[src/rcmc_pkg.sv]
// Shared constants, types and helpers of the color correction matrix block.
package rcmc_pkg;

  localparam int COEF_WIDTH     = 16;
  localparam int COEF_FRAC_BITS = 12;

  localparam int NUM_CH     = 3;
  localparam int CH_W       = 8;
  localparam int PIX_W      = NUM_CH * CH_W;
  localparam int ROW_W      = 48;
  localparam int CLAMP_W    = 16;
  localparam int CFG_IDX_W  = 3;
  localparam int CFG_DATA_W = ROW_W;

  localparam int COEFS_W = NUM_CH * COEF_WIDTH;
  localparam int EXT_W   = (COEFS_W > ROW_W) ? COEFS_W : ROW_W;
  localparam int PROD_W  = COEF_WIDTH + CH_W + 1;
  localparam int SUM_W   = PROD_W + 2;
  localparam int BND_W   = CH_W + COEF_FRAC_BITS + 1;
  localparam int CMP_W   = (SUM_W > BND_W) ? SUM_W : BND_W;

  localparam logic [CFG_IDX_W-1:0] CFG_COEF_RED    = 3'd0;
  localparam logic [CFG_IDX_W-1:0] CFG_COEF_GREEN  = 3'd1;
  localparam logic [CFG_IDX_W-1:0] CFG_COEF_BLUE   = 3'd2;
  localparam logic [CFG_IDX_W-1:0] CFG_CLAMP_RED   = 3'd3;
  localparam logic [CFG_IDX_W-1:0] CFG_CLAMP_GREEN = 3'd4;
  localparam logic [CFG_IDX_W-1:0] CFG_CLAMP_BLUE  = 3'd5;

  localparam logic [ROW_W-1:0]   COEF_RED_RST   = 48'h0000_0000_1000;
  localparam logic [ROW_W-1:0]   COEF_GREEN_RST = 48'h0000_1000_0000;
  localparam logic [ROW_W-1:0]   COEF_BLUE_RST  = 48'h1000_0000_0000;
  localparam logic [CLAMP_W-1:0] CLAMP_RST      = 16'hff00;

  typedef struct packed {
    logic [ROW_W-1:0]   row;
    logic [CLAMP_W-1:0] bounds;
  } lane_cfg_t;

  function automatic logic signed [COEF_WIDTH-1:0] coef_at(
    input logic [ROW_W-1:0] row,
    input int unsigned      k
  );
    logic [EXT_W-1:0] ext;
    ext = EXT_W'(row);
    return $signed(ext[k*COEF_WIDTH +: COEF_WIDTH]);
  endfunction

  function automatic logic [CH_W-1:0] pix_ch(
    input logic [PIX_W-1:0] pixel,
    input int unsigned      k
  );
    return pixel[(NUM_CH-1-k)*CH_W +: CH_W];
  endfunction

endpackage

[src/rcmc_lane.sv]
// One output channel: multiply stage, then sum, clamp and truncate stage.
module rcmc_lane (
  input  logic                      clk,
  input  rcmc_pkg::lane_cfg_t       cfg,
  input  logic [rcmc_pkg::PIX_W-1:0] pixel,
  output logic [rcmc_pkg::CH_W-1:0]  chan
);
  import rcmc_pkg::*;

  logic signed [PROD_W-1:0] prod_r [NUM_CH];
  logic [CH_W-1:0]          chan_r;
  logic signed [CMP_W-1:0]  sum;
  logic signed [CMP_W-1:0]  lo;
  logic signed [CMP_W-1:0]  hi;
  logic signed [CMP_W-1:0]  clip_lo;
  logic signed [CMP_W-1:0]  clip;
  logic [CH_W-1:0]          chan_nxt;

  always_ff @(posedge clk) begin
    for (int k = 0; k < NUM_CH; k++) begin
      prod_r[k] <= PROD_W'(coef_at(cfg.row, k)) *
                   PROD_W'($signed({1'b0, pix_ch(pixel, k)}));
    end
  end

  always_comb begin
    sum = CMP_W'(prod_r[0]) + CMP_W'(prod_r[1]) + CMP_W'(prod_r[2]);
    lo  = CMP_W'($signed({1'b0, cfg.bounds[CH_W-1:0], {COEF_FRAC_BITS{1'b0}}}));
    hi  = CMP_W'($signed({1'b0, cfg.bounds[2*CH_W-1:CH_W], {COEF_FRAC_BITS{1'b0}}}));
    clip_lo  = (sum < lo) ? lo : sum;
    clip     = (clip_lo > hi) ? hi : clip_lo;
    chan_nxt = clip[COEF_FRAC_BITS +: CH_W];
  end

  always_ff @(posedge clk) begin
    chan_r <= chan_nxt;
  end

  assign chan = chan_r;

endmodule

[src/rgb_color_matrix_clamp.sv]
// Top level: config registers, three channel lanes and the output merge.
// Takes one pixel every clock and never raises busy. Each pixel comes out
// in input order, through the lane multiplier register, the lane sum and
// clamp register and the output merge register. out_valid marks each
// result for exactly one cycle; the receiver cannot stall it, so it must
// take every result as it comes. Config writes are always accepted
// (cfg_ready stays high) and take effect on the next cycle; write them
// only while no pixel is in flight.
module rgb_color_matrix_clamp (
  input  logic                            clk,
  input  logic                            rst_n,
  input  logic                            start,
  output logic                            busy,
  input  logic [rcmc_pkg::PIX_W-1:0]      in_pixel,
  input  logic                            in_last,
  output logic                            out_valid,
  output logic [rcmc_pkg::PIX_W-1:0]      out_pixel,
  output logic                            out_last,
  input  logic                            cfg_valid,
  output logic                            cfg_ready,
  input  logic [rcmc_pkg::CFG_IDX_W-1:0]  cfg_index,
  input  logic [rcmc_pkg::CFG_DATA_W-1:0] cfg_data
);
  import rcmc_pkg::*;

  logic [ROW_W-1:0]   coef_row_r [NUM_CH];
  logic [CLAMP_W-1:0] clamp_r    [NUM_CH];
  lane_cfg_t          lane_cfg   [NUM_CH];
  logic [CH_W-1:0]    chan       [NUM_CH];

  logic            accept;
  logic [1:0]      vld_r;
  logic [1:0]      last_r;
  logic            out_valid_r;
  logic            out_last_r;
  logic [PIX_W-1:0] out_pixel_r;

  assign busy      = 1'b0;
  assign cfg_ready = 1'b1;
  assign accept    = start && !busy;

  always_ff @(posedge clk) begin
    if (!rst_n) begin
      coef_row_r[0] <= COEF_RED_RST;
      coef_row_r[1] <= COEF_GREEN_RST;
      coef_row_r[2] <= COEF_BLUE_RST;
      for (int k = 0; k < NUM_CH; k++) begin
        clamp_r[k] <= CLAMP_RST;
      end
    end else if (cfg_valid && cfg_ready) begin
      case (cfg_index)
        CFG_COEF_RED:    coef_row_r[0] <= cfg_data[ROW_W-1:0];
        CFG_COEF_GREEN:  coef_row_r[1] <= cfg_data[ROW_W-1:0];
        CFG_COEF_BLUE:   coef_row_r[2] <= cfg_data[ROW_W-1:0];
        CFG_CLAMP_RED:   clamp_r[0]    <= cfg_data[CLAMP_W-1:0];
        CFG_CLAMP_GREEN: clamp_r[1]    <= cfg_data[CLAMP_W-1:0];
        CFG_CLAMP_BLUE:  clamp_r[2]    <= cfg_data[CLAMP_W-1:0];
        default: ;
      endcase
    end
  end

  for (genvar g = 0; g < NUM_CH; g++) begin : g_lane
    assign lane_cfg[g].row    = coef_row_r[g];
    assign lane_cfg[g].bounds = clamp_r[g];

    rcmc_lane u_lane (
      .clk   (clk),
      .cfg   (lane_cfg[g]),
      .pixel (in_pixel),
      .chan  (chan[g])
    );
  end

  // advance valid and last alongside the lanes
  always_ff @(posedge clk) begin
    if (!rst_n) begin
      vld_r       <= '0;
      out_valid_r <= 1'b0;
    end else begin
      vld_r       <= {vld_r[0], accept};
      out_valid_r <= vld_r[1];
    end
  end

  always_ff @(posedge clk) begin
    last_r      <= {last_r[0], in_last};
    out_last_r  <= last_r[1];
    out_pixel_r <= {chan[0], chan[1], chan[2]};
  end

  assign out_valid = out_valid_r;
  assign out_pixel = out_pixel_r;
  assign out_last  = out_last_r;

  a_item_out: assert property (@(posedge clk) disable iff (!rst_n)
    $past(rst_n, 3) && $past(rst_n, 2) && $past(rst_n, 1) && $past(accept, 3)
      |-> out_valid)
    else $error("accepted item produced no result");

  a_no_ghost: assert property (@(posedge clk) disable iff (!rst_n)
    out_valid |-> $past(accept, 3))
    else $error("result without accepted item");

  a_upper_red: assert property (@(posedge clk) disable iff (!rst_n)
    out_valid |-> out_pixel[23:16] <= clamp_r[0][15:8])
    else $error("red channel above upper bound");

  a_upper_blue: assert property (@(posedge clk) disable iff (!rst_n)
    out_valid |-> out_pixel[7:0] <= clamp_r[2][15:8])
    else $error("blue channel above upper bound");

endmodule
[config.mk]
export PLATFORM = sky130hd
export DESIGN_NAME = rgb_color_matrix_clamp
export DESIGN_NICKNAME = d
export VERILOG_FILES = /design/src/rcmc_pkg.sv /design/src/rcmc_lane.sv /design/src/rgb_color_matrix_clamp.sv
export SDC_FILE = /design/constraint.sdc
export NUM_CORES = 2
export LEC_CHECK = 0
export ABC_AREA = 1
export BUFFER_PORTS_ARGS = -buffer_cell sky130_fd_sc_hd__buf_2
export CORE_ASPECT_RATIO = 1.25
export CORE_MARGIN = 10
export CORE_UTILIZATION = 45
export DETAILED_ROUTE_END_ITERATION = 8
export SLEW_MARGIN = 25
export SYNTH_ARGS = -nofsm -noshare
export SYNTH_HDL_FRONTEND = slang
export SYNTH_SLANG_ARGS = --single-unit
export TNS_END_PERCENT = 50
[constraint.sdc]
create_clock -name clk -period 7.28 [get_ports clk]
set_input_delay 2.184 -clock clk [delete_from_list [all_inputs] [get_ports clk]]
set_output_delay 2.184 -clock clk [all_outputs]
set_load 0.01 [all_outputs]
* Word level (Yosys, flattened, before mapping) *
Memory sizes are Yosys's and may differ from the RTL's.
Index checks and enable logic that the tools add are counted.
W data, S select, Z words.

word-level totals
  logic and storage cells = 83
  register bits after elaboration = 54
  memory bits (writable) = 417
  bits of input ports = 80
  output and inout port bits = 28
  memories = 5

cells by class
  $lt $le $gt $ge = 6
  multipliers = 9
  bitwise gates (word level) = 6
  add/sub/neg operators = 6
  reductions and logical operators = 1
  equality and inequality tests = 5
  muxes and demuxes = 37

memories
  memory                   depth  bits a word  rd ports  clocked after Yosys merged registers in  write ports  line                          text
  coef_row_r               3      48           3         0                                        3            rgb_color_matrix_clamp.sv:26  logic [ROW_W-1:0] coef_row_r [NUM_CH];
  g_lane[0].u_lane.prod_r  3      25           3         0                                        3            rcmc_lane.sv:10               logic signed [PROD_W-1:0] prod_r [NUM_CH];
  g_lane[1].u_lane.prod_r  3      25           3         0                                        3            rcmc_lane.sv:10
  g_lane[2].u_lane.prod_r  3      25           3         0                                        3            rcmc_lane.sv:10
  clamp_r                  3      16           3         0                                        3            rgb_color_matrix_clamp.sv:27  logic [CLAMP_W-1:0] clamp_r [NUM_CH];

operators by type and width
  kind                  number
  $mul A16 B9 Y25       9
  $mux W48              3
  $add A26 B25 Y27      3
  $gt A27 B21 Y1        3
  $lt A27 B21 Y1        3
  $mux W27              3
  $add A25 B25 Y26      3
  $mux W20              3
  $mux W16              3
  $mux W1               25
  $eq A3 B2 Y1 const B  2
  $eq A3 B3 Y1 const B  2
  $or A1 B1 Y1          6
  $eq A3 B1 Y1 const B  1
  $logic_not A3 Y1      1

* Depth between registers and ports, before layout *
An unclocked memory read counts as a cell.

  depth in word-level cells = 7
  gate-level depth with buffers = 37
  mapped depth without buffers = 36

* Modules after synthesis *
From an unflattened synthesis, not the netlist that was laid out.

second synthesis, totals
  cells, all modules = 7944
  area, all modules = 63802.4 µm²

by module, submodules not included
  module                        area an instance (µm²)  cells an instance  times used  sequential area each (µm²)
  rcmc_lane (g_lane[1].u_lane)  18953.2                 2537               1           1661.6
  rcmc_lane (g_lane[0].u_lane)  18883.1                 2515               1           1661.6
  rcmc_lane (g_lane[2].u_lane)  18851.8                 2512               1           1661.6
  rgb_color_matrix_clamp        7114.3                  380                1           6366.1

* Worst setup path after synthesis *
Ideal clock, no wire load.

  path kind = input port to flip-flop
  start point = in in_pixel[16] (netlist name)
  end point = mem g_lane[1].u_lane.prod_r[0][23] (netlist name)
  path slack = 691 ps
  buffers on the path = 2
  setup time = 119 ps
  required time = 7161 ps
  stages on the path = 22
  data arrival time = 6470 ps
  cells stage by stage = clkbuf_1 -> buf_1 -> nand2_1 -> fa_1 -> inv_1 -> fa_1 -> inv_1 -> fa_1 -> inv_1 -> fa_1 -> ha_1 -> a21oi_1 -> o21ai_0 -> a21oi_1 -> inv_1 -> a21boi_0 -> o21bai_1 -> nand2_1 -> nand2_1 -> nand2_1 -> nand2_1 -> xor2_1

RTL lines
  what             line                          text
  start, declared  rgb_color_matrix_clamp.sv:14  input logic [rcmc_pkg::PIX_W-1:0] in_pixel,
  end, declared    rcmc_lane.sv:10

==> flow_summary.toml <==
[status]
status = "finished clean"

[timing]
finClkSkew_ns = 0.0425
whs_ns = 0.317
relSlewSlack = 0.238
fin_crit_ns = 6.59
fin_crit_sh = 0.905
rsz0062_at_grt = "false"
worstMarginPinSlew_ns = 1.14
max_freq_mhz = 152
hold_viol_final = 0
slew_violations = 0
fin_setup_tns_ns = 0
setup_violations = 0

[synthesis]
synthAdderAreaFrac = 0.431
synth_area_um2 = 62900
synth_compound_area_frac = 0.0457
ys_top_cells_by_area = "fa_1 32%, inv_1 14%, ha_1 11%, nand2_1 11%, edfxtp_1 9.2%"
synth.ff_latch_count = 471
postSynth.asyncResetShare = 0
syn-num-nets = 9422
synth-edff-count = 192
yosys.area.top_type = "fa_1"
ys.flop_type = "dfxtp_1"
yosysUniqueCellTypes = 51
synthMuxAreaShare = 0
ys_seq_area_frac = 0.180
synth_top_family_by_area = "adder cells"
synth_top_area_frac = 0.317
yosys.area_share.simple = 0.149
ys_warn_count = 0
synth-xor-area-share = 0.0354
netlist_instances = 7773
syn_area_per_cell_um2 = 8.09

[floorplanning]
die_w_um = 354
rows = 153
die_h_um = 438
core-area_um2 = 139000
start_util = 0.453
io_pins = 108
dieArea_um2 = 155000

[clock_network]
clockBufferDepth = 3
cts_sinks = 471
cts.clk_slew.worst_paths_ns = 0.08
cts-root-buf = "clkbuf_16"
clk_latency_ns = 0.69
cts_hold_buf = 0
post_cts_buffers = 0
cts_tree = "done"
cts_made_buffers = 56
htreeDepth = 2
post_cts_resized = 0

[cells_and_area]
nets = 9414
final_cell_mix = "2325 x inv_1, 1867 x nand2_1, 996 x fa_1"
fin_util = 0.486
drive_above_1_share = 0.0461
area_delta_synth_final_pct = 7.41
final_common_cell = "inv_1"
layoutNonFillerInstCount = 9678
fillers = 13600

[setup_path]
critPathRequiredTime_ns = 7.85
critical_path.startpoint_type = "primary input"
critPathMaxFanout = 31
startpoint = "in_pixel[17]"
r2r-start = "g_lane[0].u_lane.prod_r[0][38]"
endpoint_kind = "register"
worstSetupPathType = "primary input to register"
r2r_cells = 30
cp.arrival_ns = 7.16

[place]
hpwlAfterDp_um = 140000
gp_congestion = 0.954
portBuffers = 105
dpl.cell_count = 9567

[drt]
vias_per_cell = 4.83
wl_per_cell_um = 17.3
drcViolationCount = 0
drt_first_pass_iters = 5
vias = 46700
first_iter_violations = 2752
wl_um = 168000
ant_nets = 0

[min_path]
worstHoldPathCells = 0
hp-class = "register to register"
min_from = "g_lane[2].u_lane.chan[0]"

[global_route]
grt_overflow_total = 0
antenna_found_initial = 10
grtUsageTotal = 0.220
grt_pass1_vias = 49100
grt_max_degree = 49
grt_pass1_wl_um = 269000

[flow_run]
maxCapViolCount = 0
==> final timing paths <==
kind,slack [ns],to
max,0.69,g_lane[0].u_lane.prod_r[0][18]
min,0.32,out_pixel[0]
max reg2reg,1.31,g_lane[0].u_lane.chan[4]
min reg2reg,0.32,out_pixel[0]
==> critical path: stages <==
cell and delay [ns]:
buf_2 0.63, buf_4 0.28, nand2_1 0.08, fa_1 0.53, inv_1 0.05, ha_1 0.27, ha_1 0.27, inv_1 0.04
fa_1 0.44, inv_1 0.07, ha_1 0.30, inv_1 0.11, fa_1 0.48, o21ai_2 0.26, a31oi_1 0.17, o21ai_0 0.31
a31oi_1 0.19, o21ai_0 0.24, xor2_1 0.24
==> synthesized netlist by cell type, types with 7 or more instances <==
library cell     n
nor3_1          24
nand3_1        128
nor2_1         210
fa_1           996
nor4_1          17
clkbuf_2       141
clkbuf_1        91
o211ai_1        13
nand2_1       1868
o21ai_0        119
o21ai_1         13
xor2_1         121
nand2_2         13
nand3b_1         8
a21o_1          11
nor2_2          15
a21oi_1        281
o31ai_1         11
xnor2_1        133
nand4_1         40
inv_1         2326
buf_1           38
ha_1           573
a31oi_1         21
edfxtp_1       192
o21bai_1        16
a21boi_0         7
dfxtp_1        279
==> stage by stage <==
stage	setup WS (ns)	cell area (um^2)
detailed placement	0.102	65500
finish	0.690	67600
global route	0.518	67600
floorplan	0.691	62900
CTS	0.751	67600
global placement	0.0668	65500
==> logic make-up (layout without fill, tap and decap cells) <==
family | count (synthesis) | count (layout)
buf+inv | 2608 | 2648
simple gates | 2348 | 2348
fa+ha+maj | 1569 | 1569
compound gates | 521 | 521
flops | 471 | 471
xor+xnor | 254 | 254
other cells | 2 | 7
==> state kept, by name (all words and copies together), names as in the netlist <==
register              count
coef_row_r              144
g_lane.u_lane.chan       24
out_last                  1
out_pixel                24
out_valid                 1
vld_r                     2
g_lane.u_lane.prod_r    225
last_r                    2
clamp_r                  48
==> layout make-up <==
cell class	count	area, um^2	share of cell area
Multi-Input combinational cell	4694	41600	0.616
Timing Repair Buffer	209	1460	0.0216
Clock inverter	39	495	0.00733
Clock buffer	67	1560	0.0231
Antenna cell	5	12.5	0.000185
Tap cell	1860	2330	0.0344
Sequential cell	471	11400	0.168
Inverter	2333	8760	0.130
==> routing by layer <==
layer / global-route usage / vias up / part of all wire
li1: - / 22500 / -
met1: 0.274 / 23000 / 0.41
met2: 0.382 / 1053 / 0.49
met3: 0.0258 / 253 / 0.046
met4: 0.0970 / 4 / 0.052
met5: 0 / - / 0.00016
Power is not shown: default switching activity piles up to over one toggle a cycle in this logic, so the estimate is an artifact.
